### src/hw/rtl/mtsf_pkg.sv
// mtsf_pkg: shared constants, codes and types of the single-finger touch tracker
// no dependencies; every other file of the block imports it

package mtsf_pkg;

  // finger table size
  localparam int unsigned MAX_FINGERS = 10;
  localparam int unsigned IDX_W = (MAX_FINGERS > 1) ? $clog2(MAX_FINGERS) : 1;
  localparam int unsigned CNT_W = $clog2(MAX_FINGERS + 1);

  // command queue between front and back, depth a power of two
  localparam int unsigned FIFO_DEPTH = 4;
  localparam int unsigned FIFO_PTR_W = $clog2(FIFO_DEPTH);
  localparam int unsigned FIFO_CNT_W = $clog2(FIFO_DEPTH + 1);

  // field widths
  localparam int unsigned TYPE_W     = 5;
  localparam int unsigned CODE_W     = 10;
  localparam int unsigned VALUE_W    = 32;
  localparam int unsigned EVENT_W    = 2;
  localparam int unsigned POS_W      = 16;
  localparam int unsigned ID_W       = 17;
  localparam int unsigned THR_W      = 12;
  localparam int unsigned MODE_W     = 2;
  localparam int unsigned CFG_IDX_W  = 4;
  localparam int unsigned CFG_DATA_W = 32;
  localparam int unsigned DIFF_W     = POS_W + 1;
  localparam int unsigned SQ_W       = 2 * DIFF_W;

  // evdev types and codes
  localparam logic [TYPE_W-1:0] EVT_SYN = 5'd0;
  localparam logic [TYPE_W-1:0] EVT_ABS = 5'd3;
  localparam logic [CODE_W-1:0] CODE_FRAME_END   = 10'h000;
  localparam logic [CODE_W-1:0] CODE_CONTACT_END = 10'h002;
  localparam logic [CODE_W-1:0] CODE_SLOT        = 10'h02f;
  localparam logic [CODE_W-1:0] ABS_MT_X         = 10'h035;
  localparam logic [CODE_W-1:0] ABS_MT_Y         = 10'h036;
  localparam logic [CODE_W-1:0] ABS_MT_ID        = 10'h039;

  // saturation limits
  localparam logic signed [VALUE_W-1:0] POS_MAX = 32'sd32767;
  localparam logic signed [VALUE_W-1:0] POS_MIN = -32'sd32768;
  localparam logic signed [VALUE_W-1:0] ID_MAX  = 32'sd65535;
  localparam logic signed [VALUE_W-1:0] ID_MIN  = -32'sd65536;
  localparam logic [POS_W-1:0] POS_SAT_HI = 16'h7fff;
  localparam logic [POS_W-1:0] POS_SAT_LO = 16'h8000;
  localparam logic [ID_W-1:0]  ID_SAT_HI  = 17'h0ffff;
  localparam logic [ID_W-1:0]  ID_SAT_LO  = 17'h10000;

  // "no finger" / cleared markers
  localparam logic [ID_W-1:0]  ID_NONE  = '1;
  localparam logic [POS_W-1:0] POS_NONE = '1;

  // configuration register indexes and reset values
  localparam logic [CFG_IDX_W-1:0] CFG_MODE   = 4'd0;
  localparam logic [CFG_IDX_W-1:0] CFG_THRESH = 4'd1;
  localparam logic [THR_W-1:0]     THR_RESET  = 12'd16;

  typedef enum logic [MODE_W-1:0] {
    MODE_NONE   = 2'd0,
    MODE_A      = 2'd1,
    MODE_B      = 2'd2,
    MODE_UNUSED = 2'd3
  } mode_e;

  typedef enum logic [EVENT_W-1:0] {
    TE_PRESSED = 2'd0,
    TE_MOVED   = 2'd1,
    TE_LIFTED  = 2'd2
  } touch_event_e;

  typedef enum logic [2:0] {
    OP_WR_ID,
    OP_WR_X,
    OP_WR_Y,
    OP_WR_ALL,
    OP_SYNC
  } cmd_op_e;

  typedef struct packed {
    cmd_op_e          op;
    logic [IDX_W-1:0] idx;
    logic [ID_W-1:0]  id;
    logic [POS_W-1:0] x;
    logic [POS_W-1:0] y;
    logic [CNT_W-1:0] cnt;
    logic             proto_b;
  } cmd_t;

  typedef enum logic [2:0] {
    BK_IDLE,
    BK_SCAN,
    BK_DECIDE,
    BK_MUL_U,
    BK_MUL_V,
    BK_MUL_T,
    BK_CMP,
    BK_EMIT
  } back_state_e;

endpackage

### src/hw/rtl/mtsf_if.sv
// mtsf channel interfaces: event input, touch result output, configuration write
// depends on mtsf_pkg for field widths

interface mtsf_ev_if;
  import mtsf_pkg::*;
  logic                      valid;
  logic                      ready;
  logic [TYPE_W-1:0]         ev_type;
  logic [CODE_W-1:0]         ev_code;
  logic signed [VALUE_W-1:0] ev_value;

  modport source (output valid, output ev_type, output ev_code, output ev_value,
                  input ready);
  modport sink   (input valid, input ev_type, input ev_code, input ev_value,
                  output ready);
endinterface

interface mtsf_touch_if;
  import mtsf_pkg::*;
  logic                    valid;
  logic                    ready;
  logic [EVENT_W-1:0]      touch_event;
  logic signed [POS_W-1:0] pos_x;
  logic signed [POS_W-1:0] pos_y;

  modport source (output valid, output touch_event, output pos_x, output pos_y,
                  input ready);
  modport sink   (input valid, input touch_event, input pos_x, input pos_y,
                  output ready);
endinterface

interface mtsf_cfg_if;
  import mtsf_pkg::*;
  logic                  valid;
  logic                  ready;
  logic [CFG_IDX_W-1:0]  index;
  logic [CFG_DATA_W-1:0] data;

  modport source (output valid, output index, output data, input ready);
  modport sink   (input valid, input index, input data, output ready);
endinterface

### src/hw/rtl/multitouch_single_finger_tracker.sv
// multitouch_single_finger_tracker: top level, configuration registers and the
// front end / command queue / back end chain; depends on mtsf_pkg, mtsf_if,
// mtsf_front, mtsf_fifo and mtsf_back
//
//   channel   dir  handshake     payload
//   ev_i      in   valid/ready   ev_type[4:0], ev_code[9:0], ev_value[31:0] signed
//   touch_o   out  valid/ready   touch_event[1:0], pos_x[15:0], pos_y[15:0] signed
//   cfg_i     in   valid/ready   index[3:0] (0 protocol mode, 1 drag threshold), data[31:0]
//
// an event beat is taken whenever the command queue has room; slot, pending
// contact and contact count live in the front end, so every beat is classified
// in the cycle it arrives. the back end takes table writes one command at a
// time in its idle state; a sync report leaves the queue, then the scan visits
// the table entries in turn (contact count in protocol A, MAX_FINGERS in protocol
// B), then come a decide state, the multiply states for u, v and the threshold
// and a compare when the finger stays down, and last the result register load.
// reset clears the finger table, tracking state and the queue at once, no
// clearing pass. a result waiting on touch_o stalls only the back end once it
// has the next result ready; the front keeps taking beats until the queue fills

module multitouch_single_finger_tracker (
  input  logic       clk_i,
  input  logic       rst_ni,
  mtsf_ev_if.sink    ev_i,
  mtsf_touch_if.source touch_o,
  mtsf_cfg_if.sink   cfg_i
);
  import mtsf_pkg::*;

  // configuration registers; the user writes them only while the block is quiet, the block does not enforce it
  mode_e            mode_q, mode_d;
  logic [THR_W-1:0] thr_q, thr_d;

  // front to queue
  logic  push;
  cmd_t  push_cmd;
  logic  fifo_full;

  // queue to back
  logic  cmd_valid;
  cmd_t  cmd_head;
  logic  pop;

  assign cfg_i.ready = 1'b1;

  always_comb begin
    mode_d = mode_q;
    thr_d  = thr_q;
    if (cfg_i.valid && cfg_i.ready) begin
      if (cfg_i.index == CFG_MODE) begin
        mode_d = mode_e'(cfg_i.data[MODE_W-1:0]);
      end else if (cfg_i.index == CFG_THRESH) begin
        thr_d = cfg_i.data[THR_W-1:0];
      end
    end
  end

  always_ff @(posedge clk_i or negedge rst_ni) begin
    if (!rst_ni) begin
      mode_q <= MODE_NONE;
      thr_q  <= THR_RESET;
    end else begin
      mode_q <= mode_d;
      thr_q  <= thr_d;
    end
  end

  // event classification; mode 3 falls through as ignored
  mtsf_front u_front (
    .clk_i       (clk_i),
    .rst_ni      (rst_ni),
    .ev_i        (ev_i),
    .mode_i      (mode_q),
    .fifo_full_i (fifo_full),
    .push_o      (push),
    .cmd_o       (push_cmd)
  );

  // decouples event intake from the table scan
  mtsf_fifo u_fifo (
    .clk_i   (clk_i),
    .rst_ni  (rst_ni),
    .push_i  (push),
    .data_i  (push_cmd),
    .full_o  (fifo_full),
    .valid_o (cmd_valid),
    .data_o  (cmd_head),
    .pop_i   (pop)
  );

  // finger table, tracking and result generation
  mtsf_back u_back (
    .clk_i       (clk_i),
    .rst_ni      (rst_ni),
    .cmd_valid_i (cmd_valid),
    .cmd_i       (cmd_head),
    .pop_o       (pop),
    .thr_i       (thr_q),
    .touch_o     (touch_o)
  );

endmodule

### src/hw/rtl/mtsf_fifo.sv
// mtsf_fifo: short command queue between the event front end and the table back end
// depends on mtsf_pkg (cmd_t, queue depth)

module mtsf_fifo (
  input  logic          clk_i,
  input  logic          rst_ni,
  input  logic          push_i,
  input  mtsf_pkg::cmd_t data_i,
  output logic          full_o,
  output logic          valid_o,
  output mtsf_pkg::cmd_t data_o,
  input  logic          pop_i
);
  import mtsf_pkg::*;

  cmd_t                  mem_q [FIFO_DEPTH];
  logic [FIFO_PTR_W-1:0] wr_ptr_q, wr_ptr_d;
  logic [FIFO_PTR_W-1:0] rd_ptr_q, rd_ptr_d;
  logic [FIFO_CNT_W-1:0] cnt_q, cnt_d;
  logic                  do_push, do_pop;

  assign full_o  = (cnt_q == FIFO_CNT_W'(FIFO_DEPTH));
  assign valid_o = (cnt_q != '0);
  assign data_o  = mem_q[rd_ptr_q];
  assign do_push = push_i && !full_o;
  assign do_pop  = pop_i && valid_o;

  always_comb begin
    wr_ptr_d = do_push ? wr_ptr_q + FIFO_PTR_W'(1) : wr_ptr_q;
    rd_ptr_d = do_pop ? rd_ptr_q + FIFO_PTR_W'(1) : rd_ptr_q;
    cnt_d    = cnt_q;
    if (do_push && !do_pop) begin
      cnt_d = cnt_q + FIFO_CNT_W'(1);
    end else if (do_pop && !do_push) begin
      cnt_d = cnt_q - FIFO_CNT_W'(1);
    end
  end

  always_ff @(posedge clk_i or negedge rst_ni) begin
    if (!rst_ni) begin
      wr_ptr_q <= '0;
      rd_ptr_q <= '0;
      cnt_q    <= '0;
    end else begin
      wr_ptr_q <= wr_ptr_d;
      rd_ptr_q <= rd_ptr_d;
      cnt_q    <= cnt_d;
    end
  end

  always_ff @(posedge clk_i) begin
    if (do_push) begin
      mem_q[wr_ptr_q] <= data_i;
    end
  end

endmodule

### src/hw/rtl/mtsf_front.sv
// mtsf_front: takes evdev beats, saturates values, keeps slot and pending contact,
// and turns each meaningful beat into a table command; depends on mtsf_pkg, mtsf_if

module mtsf_front (
  input  logic            clk_i,
  input  logic            rst_ni,
  mtsf_ev_if.sink         ev_i,
  input  mtsf_pkg::mode_e mode_i,
  input  logic            fifo_full_i,
  output logic            push_o,
  output mtsf_pkg::cmd_t  cmd_o
);
  import mtsf_pkg::*;

  logic             accept;
  logic [POS_W-1:0] coord;
  logic [ID_W-1:0]  id_sat;

  logic [ID_W-1:0]  pend_id_q, pend_id_d;
  logic [POS_W-1:0] pend_x_q, pend_x_d;
  logic [POS_W-1:0] pend_y_q, pend_y_d;
  logic [CNT_W-1:0] rep_cnt_q, rep_cnt_d;
  logic             slot_ok_q, slot_ok_d;
  logic [IDX_W-1:0] slot_idx_q, slot_idx_d;

  assign ev_i.ready = !fifo_full_i;
  assign accept     = ev_i.valid && ev_i.ready;

  // saturation of coordinates and tracking ids
  always_comb begin
    if (ev_i.ev_value > POS_MAX) begin
      coord = POS_SAT_HI;
    end else if (ev_i.ev_value < POS_MIN) begin
      coord = POS_SAT_LO;
    end else begin
      coord = ev_i.ev_value[POS_W-1:0];
    end
    if (ev_i.ev_value > ID_MAX) begin
      id_sat = ID_SAT_HI;
    end else if (ev_i.ev_value < ID_MIN) begin
      id_sat = ID_SAT_LO;
    end else begin
      id_sat = ev_i.ev_value[ID_W-1:0];
    end
  end

  always_comb begin
    pend_id_d     = pend_id_q;
    pend_x_d      = pend_x_q;
    pend_y_d      = pend_y_q;
    rep_cnt_d     = rep_cnt_q;
    slot_ok_d     = slot_ok_q;
    slot_idx_d    = slot_idx_q;
    push_o        = 1'b0;
    cmd_o.op      = OP_WR_ID;
    cmd_o.idx     = slot_idx_q;
    cmd_o.id      = id_sat;
    cmd_o.x       = coord;
    cmd_o.y       = coord;
    cmd_o.cnt     = rep_cnt_q;
    cmd_o.proto_b = 1'b0;

    if (accept) begin
      case (mode_i)
        MODE_A: begin
          if (ev_i.ev_type == EVT_ABS) begin
            case (ev_i.ev_code)
              ABS_MT_ID: pend_id_d = id_sat;
              ABS_MT_X:  pend_x_d  = coord;
              ABS_MT_Y:  pend_y_d  = coord;
              default: ;
            endcase
          end else if (ev_i.ev_type == EVT_SYN) begin
            if (ev_i.ev_code == CODE_CONTACT_END) begin
              // commit a complete contact while the table has room
              if (pend_x_q != POS_NONE && pend_y_q != POS_NONE &&
                  rep_cnt_q < CNT_W'(MAX_FINGERS)) begin
                push_o    = 1'b1;
                cmd_o.op  = OP_WR_ALL;
                cmd_o.idx = rep_cnt_q[IDX_W-1:0];
                cmd_o.id  = (pend_id_q == ID_NONE) ? '0 : pend_id_q;
                cmd_o.x   = pend_x_q;
                cmd_o.y   = pend_y_q;
                rep_cnt_d = rep_cnt_q + CNT_W'(1);
              end
              pend_id_d = ID_NONE;
              pend_x_d  = POS_NONE;
              pend_y_d  = POS_NONE;
            end else if (ev_i.ev_code == CODE_FRAME_END) begin
              push_o    = 1'b1;
              cmd_o.op  = OP_SYNC;
              cmd_o.cnt = rep_cnt_q;
              rep_cnt_d = '0;
            end
          end
        end
        MODE_B: begin
          if (ev_i.ev_type == EVT_ABS) begin
            if (ev_i.ev_code == CODE_SLOT) begin
              slot_ok_d  = ($unsigned(ev_i.ev_value) < VALUE_W'(MAX_FINGERS));
              slot_idx_d = ev_i.ev_value[IDX_W-1:0];
            end else if (slot_ok_q) begin
              case (ev_i.ev_code)
                ABS_MT_ID: begin
                  push_o   = 1'b1;
                  cmd_o.op = OP_WR_ID;
                end
                ABS_MT_X: begin
                  push_o   = 1'b1;
                  cmd_o.op = OP_WR_X;
                end
                ABS_MT_Y: begin
                  push_o   = 1'b1;
                  cmd_o.op = OP_WR_Y;
                end
                default: ;
              endcase
            end
          end else if (ev_i.ev_type == EVT_SYN && ev_i.ev_code == CODE_FRAME_END) begin
            push_o        = 1'b1;
            cmd_o.op      = OP_SYNC;
            cmd_o.cnt     = CNT_W'(MAX_FINGERS);
            cmd_o.proto_b = 1'b1;
          end
        end
        default: ;
      endcase
    end
  end

  always_ff @(posedge clk_i or negedge rst_ni) begin
    if (!rst_ni) begin
      pend_id_q  <= ID_NONE;
      pend_x_q   <= POS_NONE;
      pend_y_q   <= POS_NONE;
      rep_cnt_q  <= '0;
      slot_ok_q  <= 1'b1;
      slot_idx_q <= '0;
    end else begin
      pend_id_q  <= pend_id_d;
      pend_x_q   <= pend_x_d;
      pend_y_q   <= pend_y_d;
      rep_cnt_q  <= rep_cnt_d;
      slot_ok_q  <= slot_ok_d;
      slot_idx_q <= slot_idx_d;
    end
  end

endmodule

### src/hw/rtl/mtsf_back.sv
// mtsf_back: finger table, tracking scan, displacement check and result register
// depends on mtsf_pkg (cmd_t, back_state_e) and mtsf_if (touch channel)

module mtsf_back (
  input  logic                         clk_i,
  input  logic                         rst_ni,
  input  logic                         cmd_valid_i,
  input  mtsf_pkg::cmd_t               cmd_i,
  output logic                         pop_o,
  input  logic [mtsf_pkg::THR_W-1:0]   thr_i,
  mtsf_touch_if.source                 touch_o
);
  import mtsf_pkg::*;

  back_state_e        state_q, state_d;
  logic [ID_W-1:0]    fid_q [MAX_FINGERS];
  logic [ID_W-1:0]    fid_d [MAX_FINGERS];
  logic [POS_W-1:0]   fx_q [MAX_FINGERS];
  logic [POS_W-1:0]   fx_d [MAX_FINGERS];
  logic [POS_W-1:0]   fy_q [MAX_FINGERS];
  logic [POS_W-1:0]   fy_d [MAX_FINGERS];

  logic               tracking_q, tracking_d;
  logic               touching_q, touching_d;
  logic [ID_W-1:0]    tracked_id_q, tracked_id_d;
  logic [2*POS_W-1:0] active_q, active_d;
  logic [2*POS_W-1:0] last_q, last_d;

  logic [CNT_W-1:0]   scan_cnt_q, scan_cnt_d;
  logic [CNT_W-1:0]   scan_n_q, scan_n_d;
  logic               proto_b_q, proto_b_d;
  logic               found_q, found_d;
  logic               any_q, any_d;

  logic [SQ_W-1:0]    sq_u_q, sq_u_d;
  logic [SQ_W-1:0]    sq_v_q, sq_v_d;
  logic [SQ_W-1:0]    thr_sq_q, thr_sq_d;
  touch_event_e       kind_q, kind_d;

  logic               out_valid_q, out_valid_d;
  touch_event_e       out_event_q, out_event_d;
  logic [2*POS_W-1:0] out_xy_q, out_xy_d;

  logic [IDX_W-1:0]         ent_idx;
  logic [ID_W-1:0]          e_id;
  logic                     e_valid;
  logic                     match;
  logic signed [DIFF_W-1:0] du, dv, mul_a;
  logic signed [SQ_W-1:0]   prod;
  logic [SQ_W:0]            dist_sum;

  assign ent_idx = scan_cnt_q[IDX_W-1:0];
  assign e_id    = fid_q[ent_idx];
  assign e_valid = (e_id != ID_NONE);
  assign match   = tracking_q ? (e_valid && e_id == tracked_id_q) : e_valid;

  // displacement since the last report, one shared multiplier
  assign du = $signed({last_q[POS_W-1], last_q[POS_W-1:0]}) -
              $signed({active_q[POS_W-1], active_q[POS_W-1:0]});
  assign dv = $signed({last_q[2*POS_W-1], last_q[2*POS_W-1:POS_W]}) -
              $signed({active_q[2*POS_W-1], active_q[2*POS_W-1:POS_W]});

  always_comb begin
    case (state_q)
      BK_MUL_U: mul_a = du;
      BK_MUL_V: mul_a = dv;
      default:  mul_a = $signed({{(DIFF_W-THR_W){1'b0}}, thr_i});
    endcase
  end

  assign prod     = mul_a * mul_a;
  assign dist_sum = {1'b0, sq_u_q} + {1'b0, sq_v_q};

  assign touch_o.valid       = out_valid_q;
  assign touch_o.touch_event = out_event_q;
  assign touch_o.pos_x       = $signed(out_xy_q[POS_W-1:0]);
  assign touch_o.pos_y       = $signed(out_xy_q[2*POS_W-1:POS_W]);

  always_comb begin
    state_d      = state_q;
    fid_d        = fid_q;
    fx_d         = fx_q;
    fy_d         = fy_q;
    tracking_d   = tracking_q;
    touching_d   = touching_q;
    tracked_id_d = tracked_id_q;
    active_d     = active_q;
    last_d       = last_q;
    scan_cnt_d   = scan_cnt_q;
    scan_n_d     = scan_n_q;
    proto_b_d    = proto_b_q;
    found_d      = found_q;
    any_d        = any_q;
    sq_u_d       = sq_u_q;
    sq_v_d       = sq_v_q;
    thr_sq_d     = thr_sq_q;
    kind_d       = kind_q;
    out_valid_d  = out_valid_q;
    out_event_d  = out_event_q;
    out_xy_d     = out_xy_q;
    pop_o        = 1'b0;

    if (out_valid_q && touch_o.ready) begin
      out_valid_d = 1'b0;
    end

    case (state_q)
      BK_IDLE: begin
        if (cmd_valid_i) begin
          pop_o = 1'b1;
          case (cmd_i.op)
            OP_WR_ID: fid_d[cmd_i.idx] = cmd_i.id;
            OP_WR_X:  fx_d[cmd_i.idx]  = cmd_i.x;
            OP_WR_Y:  fy_d[cmd_i.idx]  = cmd_i.y;
            OP_WR_ALL: begin
              fid_d[cmd_i.idx] = cmd_i.id;
              fx_d[cmd_i.idx]  = cmd_i.x;
              fy_d[cmd_i.idx]  = cmd_i.y;
            end
            OP_SYNC: begin
              scan_cnt_d = '0;
              scan_n_d   = cmd_i.cnt;
              proto_b_d  = cmd_i.proto_b;
              found_d    = 1'b0;
              any_d      = 1'b0;
              state_d    = (cmd_i.cnt == '0) ? BK_DECIDE : BK_SCAN;
            end
            default: ;
          endcase
        end
      end
      BK_SCAN: begin
        any_d = any_q | e_valid;
        // first hit wins
        if (match && !found_q) begin
          found_d  = 1'b1;
          active_d = {fy_q[ent_idx], fx_q[ent_idx]};
          if (!tracking_q) begin
            tracked_id_d = e_id;
          end
        end
        scan_cnt_d = scan_cnt_q + CNT_W'(1);
        if (scan_cnt_d == scan_n_q) begin
          state_d = BK_DECIDE;
        end
      end
      BK_DECIDE: begin
        if (tracking_q) begin
          tracking_d = proto_b_q ? any_q : (scan_n_q != '0);
        end else begin
          tracking_d = found_q;
        end
        if (touching_q != found_q) begin
          touching_d = found_q;
          if (found_q) begin
            last_d = active_q;
            kind_d = TE_PRESSED;
          end else begin
            tracked_id_d = ID_NONE;
            kind_d       = TE_LIFTED;
          end
          state_d = BK_EMIT;
        end else if (touching_q) begin
          state_d = BK_MUL_U;
        end else begin
          state_d = BK_IDLE;
        end
      end
      BK_MUL_U: begin
        sq_u_d  = $unsigned(prod);
        state_d = BK_MUL_V;
      end
      BK_MUL_V: begin
        sq_v_d  = $unsigned(prod);
        state_d = BK_MUL_T;
      end
      BK_MUL_T: begin
        thr_sq_d = $unsigned(prod);
        state_d  = BK_CMP;
      end
      BK_CMP: begin
        if (dist_sum >= {1'b0, thr_sq_q}) begin
          last_d  = active_q;
          kind_d  = TE_MOVED;
          state_d = BK_EMIT;
        end else begin
          state_d = BK_IDLE;
        end
      end
      BK_EMIT: begin
        if (!out_valid_q || touch_o.ready) begin
          out_valid_d = 1'b1;
          out_event_d = kind_q;
          out_xy_d    = active_q;
          state_d     = BK_IDLE;
        end
      end
      default: state_d = BK_IDLE;
    endcase
  end

  always_ff @(posedge clk_i or negedge rst_ni) begin
    if (!rst_ni) begin
      state_q      <= BK_IDLE;
      for (int i = 0; i < MAX_FINGERS; i++) begin
        fid_q[i] <= ID_NONE;
        fx_q[i]  <= POS_NONE;
        fy_q[i]  <= POS_NONE;
      end
      tracking_q   <= 1'b0;
      touching_q   <= 1'b0;
      tracked_id_q <= ID_NONE;
      active_q     <= '0;
      last_q       <= '0;
      scan_cnt_q   <= '0;
      scan_n_q     <= '0;
      proto_b_q    <= 1'b0;
      found_q      <= 1'b0;
      any_q        <= 1'b0;
      out_valid_q  <= 1'b0;
    end else begin
      state_q      <= state_d;
      fid_q        <= fid_d;
      fx_q         <= fx_d;
      fy_q         <= fy_d;
      tracking_q   <= tracking_d;
      touching_q   <= touching_d;
      tracked_id_q <= tracked_id_d;
      active_q     <= active_d;
      last_q       <= last_d;
      scan_cnt_q   <= scan_cnt_d;
      scan_n_q     <= scan_n_d;
      proto_b_q    <= proto_b_d;
      found_q      <= found_d;
      any_q        <= any_d;
      out_valid_q  <= out_valid_d;
    end
  end

  // payload registers
  always_ff @(posedge clk_i) begin
    sq_u_q      <= sq_u_d;
    sq_v_q      <= sq_v_d;
    thr_sq_q    <= thr_sq_d;
    kind_q      <= kind_d;
    out_event_q <= out_event_d;
    out_xy_q    <= out_xy_d;
  end

endmodule
### src/flat_wrapper.sv
// flat-port wrapper written by rule: the top's interface ports become plain ports
module multitouch_single_finger_tracker_flat import mtsf_pkg::*;
  (clk_i, rst_ni, ev_i_valid, ev_i_ev_type, ev_i_ev_code, ev_i_ev_value, ev_i_ready, touch_o_valid, touch_o_touch_event, touch_o_pos_x, touch_o_pos_y, touch_o_ready, cfg_i_valid, cfg_i_index, cfg_i_data, cfg_i_ready);
  mtsf_ev_if ev_i_i ();
  mtsf_touch_if touch_o_i ();
  mtsf_cfg_if cfg_i_i ();
  input  logic clk_i;
  input  logic rst_ni;
  input wire logic [$bits(ev_i_i.valid)-1:0] ev_i_valid;
  input wire logic [$bits(ev_i_i.ev_type)-1:0] ev_i_ev_type;
  input wire logic [$bits(ev_i_i.ev_code)-1:0] ev_i_ev_code;
  input wire logic [$bits(ev_i_i.ev_value)-1:0] ev_i_ev_value;
  output wire logic [$bits(ev_i_i.ready)-1:0] ev_i_ready;
  output wire logic [$bits(touch_o_i.valid)-1:0] touch_o_valid;
  output wire logic [$bits(touch_o_i.touch_event)-1:0] touch_o_touch_event;
  output wire logic [$bits(touch_o_i.pos_x)-1:0] touch_o_pos_x;
  output wire logic [$bits(touch_o_i.pos_y)-1:0] touch_o_pos_y;
  input wire logic [$bits(touch_o_i.ready)-1:0] touch_o_ready;
  input wire logic [$bits(cfg_i_i.valid)-1:0] cfg_i_valid;
  input wire logic [$bits(cfg_i_i.index)-1:0] cfg_i_index;
  input wire logic [$bits(cfg_i_i.data)-1:0] cfg_i_data;
  output wire logic [$bits(cfg_i_i.ready)-1:0] cfg_i_ready;
  assign ev_i_i.valid = ev_i_valid;
  assign ev_i_i.ev_type = ev_i_ev_type;
  assign ev_i_i.ev_code = ev_i_ev_code;
  assign ev_i_i.ev_value = ev_i_ev_value;
  assign ev_i_ready = ev_i_i.ready;
  assign touch_o_valid = touch_o_i.valid;
  assign touch_o_touch_event = touch_o_i.touch_event;
  assign touch_o_pos_x = touch_o_i.pos_x;
  assign touch_o_pos_y = touch_o_i.pos_y;
  assign touch_o_i.ready = touch_o_ready;
  assign cfg_i_i.valid = cfg_i_valid;
  assign cfg_i_i.index = cfg_i_index;
  assign cfg_i_i.data = cfg_i_data;
  assign cfg_i_ready = cfg_i_i.ready;
  multitouch_single_finger_tracker u_core (.clk_i(clk_i), .rst_ni(rst_ni), .ev_i(ev_i_i), .touch_o(touch_o_i), .cfg_i(cfg_i_i));
endmodule
### config.mk
export PLATFORM = sky130hd
export DESIGN_NAME = multitouch_single_finger_tracker_flat
export DESIGN_NICKNAME = d
export VERILOG_FILES = /design/src/hw/rtl/mtsf_pkg.sv /design/src/hw/rtl/mtsf_if.sv /design/src/hw/rtl/multitouch_single_finger_tracker.sv /design/src/hw/rtl/mtsf_fifo.sv /design/src/hw/rtl/mtsf_front.sv /design/src/hw/rtl/mtsf_back.sv /design/src/flat_wrapper.sv
export SDC_FILE = /design/constraint.sdc
export NUM_CORES = 2
export LEC_CHECK = 0
export ABC_AREA = 1
export BUFFER_PORTS_ARGS = -buffer_cell sky130_fd_sc_hd__buf_2
export CAP_MARGIN = 20
export CORE_MARGIN = 2
export CORE_UTILIZATION = 44
export CTS_CLUSTER_DIAMETER = 200
export DETAILED_ROUTE_END_ITERATION = 6
export SLEW_MARGIN = 15
export SYNTH_ARGS = -nofsm -noshare
export SYNTH_HDL_FRONTEND = slang
export SYNTH_SLANG_ARGS = --single-unit
### constraint.sdc
create_clock -name clk_i -period 9.6 [get_ports clk_i]
set_input_delay 0 -clock clk_i [delete_from_list [all_inputs] [get_ports clk_i]]
set_output_delay 0 -clock clk_i [all_outputs]
set_load 0.01 [all_outputs]
==> impl_metrics.prom <==
# TYPE chip_impl_metric gauge
chip_impl_info{name="ys_top_cells_by_count",value="1423 x sky130_fd_sc_hd__nand2_1, 885 x sky130_fd_sc_hd__o21ai_0, 619 x sky130_fd_sc_hd__inv_1, 558 x sky130_fd_sc_hd__dfstp_2, 541 x sky130_fd_sc_hd__nor2_1"} 1
chip_impl_metric{name="timing.max_cap.violations",unit=""} 0
chip_impl_metric{name="synth_top_area_share",unit="%"} 25.28
chip_impl_info{name="ys.flop_type",value="sky130_fd_sc_hd__dfstp_2"} 1
chip_impl_metric{name="yosysSeqAreaShare",unit="%"} 49.60
chip_impl_info{name="clock_tree_from_tritoncts",value="done"} 1
chip_impl_metric{name="firstDrtPassIters",unit=""} 6
chip_impl_metric{name="crit_fanout",unit=""} 12
chip_impl_metric{name="fin_crit",unit="ns"} 8.645
chip_impl_metric{name="finalWirelength",unit="mm"} 151.4
chip_impl_metric{name="slew_headroom",unit="%"} 22.16
chip_impl_info{name="critical_path.slowest_cell",value="sky130_fd_sc_hd__fa_1"} 1
chip_impl_metric{name="detail_route.vias_per_cell",unit=""} 5.315
chip_impl_metric{name="synth-warning-count",unit=""} 0
chip_impl_metric{name="tightest_slew",unit="ns"} 1.168
chip_impl_info{name="critPathKind",value="flop to flop"} 1
chip_impl_metric{name="synth_area_per_cell",unit="um2"} 9.381
chip_impl_metric{name="finalWeightedCongestion",unit=""} 0.8684
chip_impl_metric{name="cp.required",unit="ns"} 10.05
chip_impl_metric{name="tritoncts_num_sinks",unit=""} 1046
chip_impl_info{name="timing.critical_path.max_delay_family",value="adder cells"} 1
chip_impl_metric{name="detailroute.via_count",unit=""} 43054
chip_impl_metric{name="port-buffer-count",unit=""} 103
chip_impl_metric{name="synth_cells",unit=""} 6183
chip_impl_metric{name="syn_area",unit="mm2"} 0.05800
chip_impl_info{name="grt_setup_unrepaired",value="no"} 1
chip_impl_metric{name="layout-drive-gt1-share",unit="%"} 15.88
chip_impl_info{name="cp-end-kind",value="flop"} 1
chip_impl_metric{name="grt_use_total",unit="%"} 22.60
chip_impl_metric{name="floorplan.die_area",unit="mm2"} 0.1347
chip_impl_metric{name="die_height",unit="um"} 367.1
chip_impl_metric{name="report.final.setup_viol",unit=""} 0
chip_impl_metric{name="syn_nets",unit=""} 6735
chip_impl_metric{name="detailed_place_hpwl",unit="mm"} 98.34
chip_impl_metric{name="floorplan.initialDensity",unit="%"} 44.23
chip_impl_metric{name="initial_antenna_violation_count",unit=""} 2
chip_impl_metric{name="areaGrowthSynthToFinish",unit="%"} 11.62
chip_impl_metric{name="core-area",unit="mm2"} 0.1311
chip_impl_info{name="cts_root_buffer",value="sky130_fd_sc_hd__clkbuf_16"} 1
chip_impl_metric{name="antennaDiodeCount",unit=""} 0
chip_impl_metric{name="max_clock_freq",unit="MHz"} 115.7
chip_impl_metric{name="remaining_drc_errors",unit=""} 0
chip_impl_metric{name="critical_path.max_stage_delay",unit="ns"} 0.55
chip_impl_info{name="status",value="completed"} 1
chip_impl_info{name="cell_taking_the_most_area_after_synthesis",value="sky130_fd_sc_hd__dfstp_2"} 1
chip_impl_info{name="synthTopCellsByArea",value="sky130_fd_sc_hd__dfstp_2 25%, sky130_fd_sc_hd__edfxtp_1 20%, sky130_fd_sc_hd__fa_1 9.5%, sky130_fd_sc_hd__nand2_1 9.2%, sky130_fd_sc_hd__o21ai_0 7.6%"} 1
chip_impl_info{name="worstHoldPathType",value="input pin to flop"} 1
chip_impl_metric{name="top_level_ports",unit=""} 125
chip_impl_metric{name="layout_worst_path_cycle_share",unit="%"} 90.05
chip_impl_metric{name="grt_start_max_net_pins",unit=""} 173
chip_impl_metric{name="ant_nets",unit=""} 0
chip_impl_metric{name="hold_viol",unit=""} 0
chip_impl_info{name="timing.critical_path.mode_cell",value="sky130_fd_sc_hd__fa_1"} 1
chip_impl_metric{name="fin_nets",unit=""} 6800
chip_impl_metric{name="ctsHtreeMaxLevel",unit=""} 3
chip_impl_metric{name="floorplan.die.width",unit="um"} 367.1
chip_impl_metric{name="path_buf_inv",unit=""} 6
chip_impl_metric{name="worst_setup_hold_path_clk_slew",unit="ns"} 0.06
chip_impl_metric{name="cts-root-to-sink-buffers",unit=""} 3
chip_impl_metric{name="critical_path_arrival",unit="ns"} 9.09
chip_impl_info{name="worst_setup_path_start_kind",value="flop"} 1
chip_impl_info{name="synth_most_common_cell",value="sky130_fd_sc_hd__nand2_1"} 1
chip_impl_metric{name="ff2ff_setup_slack",unit="ns"} 0.96
chip_impl_metric{name="numCtsBuffers",unit=""} 112
chip_impl_metric{name="postSynth.asyncResetShare",unit="%"} 63.77
chip_impl_metric{name="worst_clock_skew",unit="ns"} 0.07777
chip_impl_metric{name="slew_viol_final",unit=""} 0
chip_impl_metric{name="ys_seq_elements",unit=""} 1046
chip_impl_metric{name="grt_first_pass_wirelength",unit="mm"} 242.8
chip_impl_metric{name="fp-row-count",unit=""} 133
chip_impl_metric{name="setup_tns",unit="ns"} 0
chip_impl_metric{name="post_cts_resize_count",unit=""} 0
chip_impl_metric{name="drt-wirelength-per-cell",unit="um"} 18.69
chip_impl_metric{name="grt_remaining_overflow",unit=""} 0
chip_impl_metric{name="synthDistinctLibCells",unit=""} 59
chip_impl_metric{name="first_global_vias",unit=""} 42659
chip_impl_metric{name="synth_enable_flop_cells",unit=""} 379
chip_impl_metric{name="clock_insertion_delay_worst_skew",unit="ns"} 0.76
chip_impl_metric{name="drt_first_iter_violations",unit=""} 3821
## sequential cells by signal, summed over array words and instances, names as in the netlist, 12 cells and up
register	count
u_core.u_front.pend_id_q	17
u_core.u_back.sq_v_q	33
u_core.u_front.pend_y_q	16
u_core.u_fifo.mem_q	244
u_core.u_back.active_q	32
u_core.u_back.tracked_id_q	17
u_core.u_back.fx_q	160
u_core.u_back.last_q	32
u_core.u_front.pend_x_q	16
u_core.u_back.sq_u_q	33
u_core.thr_q	12
u_core.u_back.fid_q	170
u_core.u_back.out_xy_q	32
u_core.u_back.thr_sq_q	33
u_core.u_back.fy_q	160
## kinds of logic (layout without fill, tap and decap cells)
group / after synthesis / count (layout) / synth area share, %
compound gates: 1394 / 1394 / 13.42
other cells: 1 / 1 / 0.006465
xor+xnor: 84 / 84 / 1.268
simple gates: 2250 / 2250 / 15.48
buf+inv: 918 / 1081 / 6.174
mux: 26 / 26 / 0.4724
flops: 1046 / 1046 / 49.60
fa+ha+maj: 464 / 464 / 13.58
## through the flow
step	worst slack, ns	utilization, %	instance area (um2)	hold slack [ns]	cells
global placement	1.162	45.90	60180	0.04648	7824
detailed placement	1.127	45.96	60270	0.04512	7827
global route	0.4692	49.37	64740	0.05954	8101
finish	0.9554	49.37	64740	0.07432	8101
CTS	1.002	49.37	64740	0.02171	8101
floorplan	1.558	-	58000	-0.2956	6183
## cells in the final DEF (no fill, tap or decap), types with 14 or more instances in the layout
| cell | synthesis | final |
|---|---|---|
| sky130_fd_sc_hd__o221ai_1 | 52 | 52 |
| sky130_fd_sc_hd__fa_1 | 276 | 276 |
| sky130_fd_sc_hd__clkbuf_8 | 0 | 14 |
| sky130_fd_sc_hd__nand3_1 | 175 | 175 |
| sky130_fd_sc_hd__dfrtp_1 | 109 | 105 |
| sky130_fd_sc_hd__mux2i_1 | 15 | 15 |
| sky130_fd_sc_hd__o211ai_1 | 46 | 46 |
| sky130_fd_sc_hd__ha_1 | 188 | 188 |
| sky130_fd_sc_hd__o21ai_0 | 885 | 884 |
| sky130_fd_sc_hd__clkinv_2 | 0 | 31 |
| sky130_fd_sc_hd__buf_2 | 47 | 102 |
| sky130_fd_sc_hd__o21ai_1 | 49 | 50 |
| sky130_fd_sc_hd__inv_1 | 619 | 615 |
| sky130_fd_sc_hd__edfxtp_1 | 379 | 379 |
| sky130_fd_sc_hd__nand4_1 | 35 | 35 |
| sky130_fd_sc_hd__dlygate4sd3_1 | 0 | 62 |
| sky130_fd_sc_hd__nor4_1 | 17 | 17 |
| sky130_fd_sc_hd__buf_4 | 4 | 69 |
| sky130_fd_sc_hd__nor2_1 | 541 | 534 |
| sky130_fd_sc_hd__a21oi_1 | 222 | 222 |
| sky130_fd_sc_hd__a31o_2 | 19 | 19 |
| sky130_fd_sc_hd__clkbuf_16 | 0 | 112 |
| sky130_fd_sc_hd__a32o_1 | 54 | 54 |
| sky130_fd_sc_hd__xor2_1 | 46 | 46 |
| sky130_fd_sc_hd__xnor2_1 | 38 | 38 |
| sky130_fd_sc_hd__dfstp_2 | 558 | 558 |
| sky130_fd_sc_hd__clkinv_1 | 5 | 14 |
| sky130_fd_sc_hd__or2_2 | 14 | 14 |
| sky130_fd_sc_hd__o22ai_1 | 17 | 17 |
| sky130_fd_sc_hd__nand2_1 | 1423 | 1421 |
| sky130_fd_sc_hd__nor3_1 | 21 | 21 |
## worst paths after layout
check / startpoint / to / depth (start not counted)
worst max-delay path: u_core.u_back.active_q[16]$_DFFE_PN0P_ / u_core.u_back.thr_sq_q[26]$_DFFE_PP_ / 30
min in group asynchronous: rst_ni / u_core.u_front.pend_id_q[12]$_DFFE_PN1P_ / 2
max in group asynchronous: rst_ni / u_core.u_back.active_q[15]$_DFFE_PN0P_ / 4
worst min register to register: u_core.u_back.kind_q[0]$_SDFFCE_PN1P_ / u_core.u_back.touch_o.touch_event[0]$_DFFE_PP_ / 0
worst min-delay path: touch_o_ready / u_core.u_back.touch_o.valid$_DFF_PN0_ / 3
worst max register to register: u_core.u_back.active_q[16]$_DFFE_PN0P_ / u_core.u_back.thr_sq_q[26]$_DFFE_PP_ / 30
## layout make-up
class	instances	area [um2]
timing repair buffer	241	1827
clock inverter	73	809.5
inverter	628	2367
fill	12374	66390
tap	1755	2196
clock buffer	139	3044
multi-input combinational	4219	25710
sequential	1046	28780
## layer usage
metal,vias to the layer above,share of wire [%],global-route usage [%]
met5,-,0,0
met4,0,2.5,6.250
met3,210,4.1,2.604
met2,952,48,37.72
met1,21235,45,31.21
li1,20657,-,-
## timing repair
action / in CTS / in global routing
setup buffers: 0 / 0
endpoints found under the setup margin: 0 / 0
hold buffers: 62 / 0
hold endpoints to repair: 217 / 0
## worst min-delay path: cells and delay by family
family / cells / cell delay (ns)
compound gates: 1 / 0.09
buf+inv: 2 / 0.68
Power is not shown: default switching activity piles up to over one toggle a cycle in this logic, so the estimate is an artifact.
